## src/rtl/sfa_pkg.sv

```systemverilog
// ----------------------------------------------------------------------------
// sfa_pkg
// Shared codes and control records of the segment fit allocator.
// ----------------------------------------------------------------------------
package sfa_pkg;

	// Field widths of the item ports
	localparam int MODE_W   = 3;
	localparam int PSIZE_W  = 16;
	localparam int STATUS_W = 2;
	localparam int SLOT_W   = 6;

	// Modes
	localparam logic [MODE_W-1:0] MODE_LOAD  = 3'd0;
	localparam logic [MODE_W-1:0] MODE_FIRST = 3'd1;
	localparam logic [MODE_W-1:0] MODE_BEST  = 3'd2;
	localparam logic [MODE_W-1:0] MODE_WORST = 3'd3;
	localparam logic [MODE_W-1:0] MODE_NEXT  = 3'd4;

	// Status codes
	localparam logic [STATUS_W-1:0] ST_DONE  = 2'd0;
	localparam logic [STATUS_W-1:0] ST_NOFIT = 2'd1;
	localparam logic [STATUS_W-1:0] ST_FULL  = 2'd2;

	// Table update strobes broadcast to every cell
	typedef struct packed {
		logic load;
		logic commit;
		logic ld_used;
	} sfa_wr_t;

endpackage

```

## src/rtl/sfa_cell.sv

```systemverilog
// ----------------------------------------------------------------------------
// sfa_cell
// One table entry plus one stage of the candidate chain that sweeps the table.
// ----------------------------------------------------------------------------
module sfa_cell import sfa_pkg::*; #(
	parameter int IW  = 6,
	parameter int CW  = 7,
	parameter int SW  = 16,
	parameter int IDX = 0
) (
	input  logic              clk,
	input  logic              arst_n,
	input  sfa_wr_t           wr,
	input  logic [MODE_W-1:0] mode,
	input  logic [SW-1:0]     req,
	input  logic [SW-1:0]     left,
	input  logic [CW-1:0]     count,
	input  logic [CW-1:0]     pick,
	input  logic [CW-1:0]     start,
	input  logic [SW-1:0]     prev_size,
	input  logic              prev_used,
	output logic [SW-1:0]     size,
	output logic              used,
	input  logic              ci_valid,
	input  logic              ci_found,
	input  logic [IW-1:0]     ci_idx,
	input  logic [SW-1:0]     ci_size,
	input  logic              ci_hfound,
	input  logic [IW-1:0]     ci_hidx,
	input  logic [SW-1:0]     ci_hsize,
	output logic              co_valid,
	output logic              co_found,
	output logic [IW-1:0]     co_idx,
	output logic [SW-1:0]     co_size,
	output logic              co_hfound,
	output logic [IW-1:0]     co_hidx,
	output logic [SW-1:0]     co_hsize
);

	localparam logic [CW-1:0] MY   = CW'(IDX);
	localparam logic [IW-1:0] MYI  = IW'(IDX);

	logic [SW-1:0] size_q;
	logic          used_q;
	logic          fit, take, htake;
	logic [CW-1:0] pick_nx;

	assign size = size_q;
	assign used = used_q;
	assign pick_nx = pick + CW'(1);

	// Local fit test and candidate update
	always_comb begin
		fit   = (MY < count) && !used_q && (size_q >= req);
		take  = 1'b0;
		htake = fit && (MY >= start) && !ci_hfound;
		case (mode)
			MODE_BEST:  take = fit && (!ci_found || size_q < ci_size);
			MODE_WORST: take = fit && (!ci_found || size_q > ci_size);
			default:    take = fit && !ci_found;
		endcase
	end

	// Advance the candidate one cell
	always_ff @(posedge clk or negedge arst_n) begin
		if (!arst_n) begin
			co_valid <= 1'b0;
		end else begin
			co_valid <= ci_valid;
		end
	end

	always_ff @(posedge clk) begin
		co_found  <= ci_found || take;
		co_idx    <= take ? MYI : ci_idx;
		co_size   <= take ? size_q : ci_size;
		co_hfound <= ci_hfound || htake;
		co_hidx   <= htake ? MYI : ci_hidx;
		co_hsize  <= htake ? size_q : ci_hsize;
	end

	// Entry update: append, split the chosen hole, or shift down from neighbour
	always_ff @(posedge clk) begin
		if (wr.load && MY == count) begin
			size_q <= req;
			used_q <= wr.ld_used;
		end else if (wr.commit) begin
			if (MY == pick) begin
				size_q <= req;
				used_q <= 1'b1;
			end else if (MY == pick_nx) begin
				size_q <= left;
				used_q <= 1'b0;
			end else if (MY > pick_nx && MY <= count) begin
				size_q <= prev_size;
				used_q <= prev_used;
			end
		end
	end

endmodule

```

## config.mk

```make
export PLATFORM = sky130hd
export DESIGN_NAME = sfa_cell
export DESIGN_NICKNAME = d
export VERILOG_FILES = /design/src/rtl/sfa_pkg.sv /design/src/rtl/sfa_cell.sv
export SDC_FILE = /design/constraint.sdc
export NUM_CORES = 1
export LEC_CHECK = 0
export ABC_AREA = 1
export BUFFER_PORTS_ARGS = -buffer_cell sky130_fd_sc_hd__buf_2
export CAP_MARGIN = 40
export CORE_UTILIZATION = 40
export CTS_CLUSTER_SIZE = 40
export DETAILED_ROUTE_END_ITERATION = 8
export PLACE_DENSITY = 0.78
export SLEW_MARGIN = 20
export SYNTH_ARGS = -nofsm -noshare
export SYNTH_HDL_FRONTEND = slang
export SYNTH_SLANG_ARGS = --single-unit
```

## constraint.sdc

```tcl
create_clock -name clk -period 2.05 [get_ports clk]
set_input_delay 0.3075 -clock clk [delete_from_list [all_inputs] [get_ports clk]]
set_output_delay 0.3075 -clock clk [all_outputs]
set_load 0.02 [all_outputs]
```

==> results.md, run 1 <==
- Status: completed
- Initial antenna violation count: 1
- 1st-iter DRT viols: 122
- Async SR Flop Fraction: 0.0156
- Slew Viols, Final: 0
- Placed cell count: 748
- Initial Utilization: 0.420
- P_leak: between 0.002 and 0.003 uW
- CP Max Fanout: 8
- DRC Markers: 0
- Clk Latency, worst-skew pair: 0.35 ns
- Critical-path cell list: ha_4 -> nand4_1 -> nor3_2 -> nand3_1 -> nand3_2 -> nand2_2 -> inv_8 -> clkbuf_16 -> nand3_1 -> nand2_1
- Global route total overflow: 0
- Gr usage total: 0.222
- Post-Synthesis Cells: 443
- WL final: around 11000 um
- Port bufs: between 150 and 200
- HP Class: input pin to flop
- Combinational Power Share: 0.186
- Fin worst setup slack: 0.00841 ns
- Chip width: between 90 and 100 um
- Synthesized Nets: between 600 and 700
- Crit start category: flop
- #FFs+latches synth: 64
- Avg Synthesized Cell Area: about 8.0 um2
- Fin. Hold Viols: 0
- CP endpoint kind: flop
- Final worst path period need: between 2 and 2.5 ns
- Vias in the first global route: about 3.3k
- Crit path buffers/inverters: 2
- Die Y: 95.8 um
- Post-synth top flop: dfxtp_1
- Worst-Margin Slew: around 0.37 ns
- Hold Slack: between 0.06 and 0.07 ns
- Slowest cell on crit path: edfxtp_1
- # diodes: 0
- Routed vias/inst: between 4 and 5
- Final std cells w/o fill: a little under 800
- Total Die Area: roughly 9200 um2
- Post-route cell area: approximately 5400 um2
- Clock sinks: between 60 and 70
- CTS tree: built
- Syn. warnings: 0
- Int Power: around 2400 uW
- Net Sw Power: approximately 900 uW
- CORE AREA: roughly 8400 um2
- RSZ-0062 raised after global routing: true
- Max Clock Freq: 490 MHz
- Post-Place Setup Slack: -0.114 ns
- Synth unique cells: 38
- Dpl cell area: approximately 4800 um2
- Reg power frac: 0.413
- Clk pin slew, worst setup/hold paths: approximately 0.080 ns
- EDFF count, synth: 17
- VDD IR max: 300 uV
- TritonRoute pass-1 iters: 7
- Root Buffer: clkbuf_8
- Seq/Total Area, Yosys: 0.413
- Largest net degree at the start of global routing: 32
- Sw frac: 0.270
- Synthesized cell area: 3520 um2
- Vias: between 3k and 4k
- Max Cap Viol: 0
- FP Rows: 33
- Critical Path Max Stage Delay: between 0.5 and 0.6 ns
- CP Class: flop to flop
- Power, Total: 3340 uW
- Critical path arrival: about 2.3 ns
- H-tree depth reported by CTS: 3
- Setup Viol. Count Final: 0
- Worst path required time: roughly 2.4 ns
- Pwr dens: approximately 610 nW/um2
- Most Frequent Cell on Critical Path: nand3_1
- Avg WL per Cell: between 10 and 15 um
- Clock Path Buffers: 2
- Layout cells sized above 1: 0.445
- Clk_skew: ~0.013 ns
- Global-route wire length before repair: around 15000 um
- Worst slew margin: 0.750
- Clock share of power: 0.401
- Nets: 826
- ANT nets after route: 0
- CTS Buf Count: 9
- DP HPWL: just over 8000 um
- Period utilization: 0.996
- Synth-to-Final Area Change: 54.0%
- Gpl congestion: roughly 0.86
- I/O Pins: roughly 190
- Family with the most delay on the worst path: simple AND/OR/NAND/NOR gates
## per-layer routing
layer	part of all wire	GRT usage	vias to the layer above
met1	0.42	0.270	1692
met5	0.0012	0	-
met3	0.067	0.0569	18
li1	-	-	1909
met4	0.016	0.0808	2
met2	0.49	0.378	157
## cells in the mapped netlist, types with 2 or more instances
cell / instances / area share
xnor2_1: 2 / 0.0050
a21boi_0: 2 / 0.0043
o22ai_2: 4 / 0.014
nand2_2: 2 / 0.0036
nand3_1: 26 / 0.037
inv_1: 57 / 0.061
nand2_1: 133 / 0.14
ha_1: 34 / 0.12
nor3_1: 5 / 0.0071
a31oi_1: 2 / 0.0036
dfxtp_1: 46 / 0.26
edfxtp_1: 17 / 0.14
o22ai_1: 10 / 0.018
nand4_1: 4 / 0.0071
o21ai_0: 12 / 0.017
a21boi_1: 4 / 0.0085
buf_4: 3 / 0.0064
buf_6: 2 / 0.0064
o21ai_2: 5 / 0.012
nor2_1: 15 / 0.016
o21ai_1: 6 / 0.0085
a21oi_1: 29 / 0.041
buf_2: 8 / 0.011
## timing repair
action                                  CTS  global route
gates cloned                              0             3
buffers inserted                          2             7
resized for setup                         5            47
endpoints found under the hold margin     1             0
hold buffers                              1             0
pin swaps                                 0            29
endpoints found under the setup margin   18            45
## final cells by class
type,instances,area (um2)
clock buffers,11,163
clock inverters,5,83.8
fillers,702,2960
inverters,58,225
multi-input cells,307,2010
flip-flops and latches,64,1460
well taps,105,131
repair buffers,227,1350
## placed cells by master, fill, tap and decap left out, drive strengths merged, types with 6 or more instances in the layout
master and n:
clkbuf 13, nor2 16, o21ai 23, ha 34, buf 224, a21oi 29, nand3 27, nor3 7
dfxtp 46, nand2 137, o22ai 14, inv 60, a21boi 6, edfxtp 17
## sequential cells by signal, indices dropped and copies added (netlist names)
name / count
co_hsize: 16
co_size: 16
size: 16
co_hidx: 6
co_idx: 6
co_found: 1
co_hfound: 1
co_valid: 1
used: 1
## through the flow
stage | setup TNS [ns] | utilization
global route | -3.62 | 0.647
floorplan | 0 | -
finish | 0 | 0.647
detailed placement | -1.39 | 0.569
global placement | -0.0901 | 0.569
CTS | 0 | 0.603
## logic make-up (layout without fill, tap and decap cells)
| logic type | after synthesis | after routing | share of synthesized area |
|---|---|---|---|
| AO/OA/AOI/OAI | 76 | 76 | 0.132 |
| XOR/XNOR | 2 | 2 | 0.00497 |
| adder cells (fa/ha/maj) | 34 | 34 | 0.121 |
| flip-flops | 64 | 64 | 0.413 |
| buffers and inverters | 73 | 301 | 0.0927 |
| AND/OR/NAND/NOR | 194 | 195 | 0.236 |
## path summary, 6_finish.rpt
check	startpoint	endpoint	slack, ns	depth (start not counted)
min	ci_valid	co_valid	0.06	1
max	size[10]	co_size[8]	0.008	10
min reg2reg	size[0]	co_hsize[0]	0.58	2
max in group asynchronous	arst_n	co_valid	1.71	2
max reg2reg	size[10]	co_size[8]	0.008	10
min in group asynchronous	arst_n	co_valid	0.25	2
## power by group through the flow
stage / Clock (uW) / Combinational [uW] / Sequential, uW
3_5_place_dp: 0 / 542 / 1410
4_1_cts: 1360 / 551 / 1380
5_1_grt: 1410 / 684 / 1390
2_1_floorplan: 0 / 208 / 1490
6_report: 1340 / 619 / 1380
3_3_place_gp: 0 / 527 / 1410
Note: power is estimated with default switching activity, not from simulation.
==> inputs of run 2 (changes only) <==
--- a/config.mk
+++ b/config.mk
@@ -11,7 +11,7 @@
 export CORE_UTILIZATION = 40
 export CTS_CLUSTER_SIZE = 40
 export DETAILED_ROUTE_END_ITERATION = 8
-export PLACE_DENSITY = 0.78
+export PLACE_DENSITY = 0.73
 export SLEW_MARGIN = 20
 export SYNTH_ARGS = -nofsm -noshare
 export SYNTH_HDL_FRONTEND = slang
==> run 2 against run 1 <==
- the flow now finishes with violations (setup timing)
- worst setup slack got worse by 0.011 ns
- utilization decreased by 2.4 points
- wire length decreased by 3.7%
- cell count decreased by 0.13%
- final area decreased by 3.6%
- count of clock-buffer cells in the layout unchanged
- die area unchanged
- power decreased by 1.4%
- global-route usage decreased by 0.19 points
- sequential cell count unchanged
- critical endpoint is now co_found
==> results.md, run 2 (synthesis gave the netlist of run 1 again) <==
- Status: finished, violations left
- Failing checks: setup timing
- Metal2 WL: 5120 um (-3.8%)
- Final worst path period need: 2.05 ns (+0.0110 ns)
- Metal3 WL: 714 um (-2.1%)
- Routed vias/inst: 4.83 (-0.67%)
- Gpl congestion: 0.849 (-1.1%)
- I/O Pins: 189 (unchanged)
- FP Rows: 33 (unchanged)
- Initial antenna violation count: 1 (unchanged)
- CORE AREA: 8380 um2 (unchanged)
- Max Cap Viol: 0 (unchanged)
- Root Buffer: clkbuf_8
- TritonRoute pass-1 iters: 4 (-3)
- DP HPWL: 8190 um (+1.0%)
- Placed cell count: 749 (+0.13%)
- Initial Utilization: 0.420 (unchanged)
- Synth-to-Final Area Change: 48.4%
- Most frequent cells in the layout: 188 x buf_2, 131 x nand2_1, 55 x inv_1
- Critical path arrival: 2.27 ns (-0.07 ns)
- Worst-Margin Slew: 0.430 ns (+0.0572 ns)
- DR top layer: met5
- Clock Path Buffers: 2 (unchanged)
- ANT nets after route: 0 (unchanged)
- Clk_skew: 0.0158 ns (+0.00230 ns)
- RSZ-0062 raised after global routing: true
- CP Max Fanout: 7 (-1)
- HP Class: input pin to flop
- Hold endpoint: co_valid
- Layout cells sized above 1: 0.417 (-0.0277)
- Utilization after layout: 0.624 (-0.0236)
- Setup Viol. Count Final: 1 (+1)
- FF-to-FF path depth: 8 (-2)
- Fin. Hold Viols: 0 (unchanged)
- Nets: 825 (-0.12%)
- Pwr dens: 629 nW/um2 (+2.3%)
- Period utilization: 1.00 (+0.00537)
- Filler cell count: 764 (+8.8%)
- Fin worst setup slack: -0.00260 ns (-0.0110 ns)
- Final std cells w/o fill: 776 (-0.13%)
- H-tree depth reported by CTS: 3 (unchanged)
- Post-Route M1 WL: 4460 um (-2.3%)
- Worst r2r src: size[9]
- Hold_sp: ci_valid
- Post-Place Setup Slack: -0.147 ns (-0.0335 ns)
- CP Class: flop to flop
- Worst path required time: 2.26 ns (-0.09 ns)
- DRC Markers: 0 (unchanged)
- Die Y: 95.8 um (unchanged)
- Worst Hold Depth: 1 (unchanged)
- Commonest non-fill, non-tap cell in the layout: buf_2
- CTS tree: built
- Global route total overflow: 0 (unchanged)
- Worst slew margin: 0.711 (-0.0381)
- Vias in the first global route: 3476 (+3.8%)
- Slew Viols, Final: 0 (unchanged)
- # diodes: 0 (unchanged)
- Clk pin slew, worst setup/hold paths: 0.09 ns (about the same)
- Chip width: 95.8 um (unchanged)
- Port bufs: 188 (unchanged)
- Clock sinks: 64 (unchanged)
- Gr usage total: 0.220 (-0.00188)
- Global-route wire length before repair: 15400 um (+0.36%)
- Max Clock Freq: 487 MHz (-0.54%)
- Largest net degree at the start of global routing: 24 (-25%)
- R2r setup slk: -0.003 ns (about the same)
- P_leak: 0.00285 uW (-1.4%)
- Total Die Area: 9180 um2 (unchanged)
- Vias: 3748 (-0.79%)
- Crit start category: flop
- Hold Slack: 0.0765 ns (+0.0153 ns)
- Clk Latency, worst-skew pair: 0.34 ns (about the same)
- FF/Latch Area: 1460 um2 (unchanged)
- Multi-input gate area: 1880 um2 (-6.5%)
- Avg WL per Cell: 13.4 um (-3.6%)
- 1st-iter DRT viols: 100 (-18%)
- Critical R2R Capture: co_found
- VDD IR max: 331 uV (+10%)
- CP endpoint kind: flop
- WL final: 10400 um (-3.7%)
- CTS Buf Count: 9 (unchanged)
## run 2: cell count changes in the layout (fill, tap and decap cells not counted), moves of 5 or more
cell	delta
nand2_2	-8
nand3_1	+5
nand3_2	-5
ha_1	+5
nand2_1	+9
ha_4	-5
## run 2: layout make-up
type                       instances  area share
multi-input combinational        307       0.360
timing repair buffer             226       0.247
inverter                          58      0.0426
clock inverter                     5      0.0160
clock buffer                      11      0.0311
tap                              105      0.0251
sequential                        64       0.279
## run 2: routing by layer
| metal | GRT usage | vias up |
|---|---|---|
| met2 | 0.395 | 163 |
| met5 | 0 | - |
| met3 | 0.0411 | 13 |
| met4 | 0.0734 | 2 |
| met1 | 0.263 | 1659 |
| li1 | - | 1911 |
## run 2: timing repair
item                                    in CTS  in global routing
pin swaps                                    0                  9
resized for setup                            4                 28
hold buffers                                 1                  0
buffers inserted                             1                  7
endpoints found under the hold margin        1                  0
gates cloned                                 0                  2
endpoints found under the setup margin      22                 45
## run 2: critical path, cell delays in order, from the launching register on
cell and delay [ns]:
edfxtp_1 0.45, ha_1 0.33, a21oi_1 0.16, o21ai_0 0.13
a21oi_2 0.20, nand3_2 0.12, nand2_1 0.13, clkinv_4 0.13
or2_2 0.29
## run 2: how the worst max path moves through the flow
stage | start | end | cells past startpoint
2_1_floorplan | pick[0] | size[0] | 9
3_3_place_gp | size[11] | co_size[14] | 13
3_5_place_dp | size[10] | co_size[12] | 13
4_1_cts | size[15] | co_idx[0] | 12
5_1_grt | size[3] | co_size[5] | 14
6_report | size[9] | co_found | 8
## run 2: report_power, final
group          internal, uW  total [uW]  leakage, uW  switching [uW]
Sequential             1360        1380     0.000553            18.4
Combinational           256         579      0.00217             323
Clock                   800        1330     0.000126             532
## run 2: through the flow
stage / instance area, um2 / power, uW / TNS, ns
after global routing: 5230 / 3440 / -4.49
after global placement: 4750 / 1930 / -1.28
after floorplan: 3540 / 1700 / 0
after CTS: 5030 / 3280 / 0
final: 5230 / 3290 / -0.00260
after detailed placement: 4750 / 1950 / -1.99
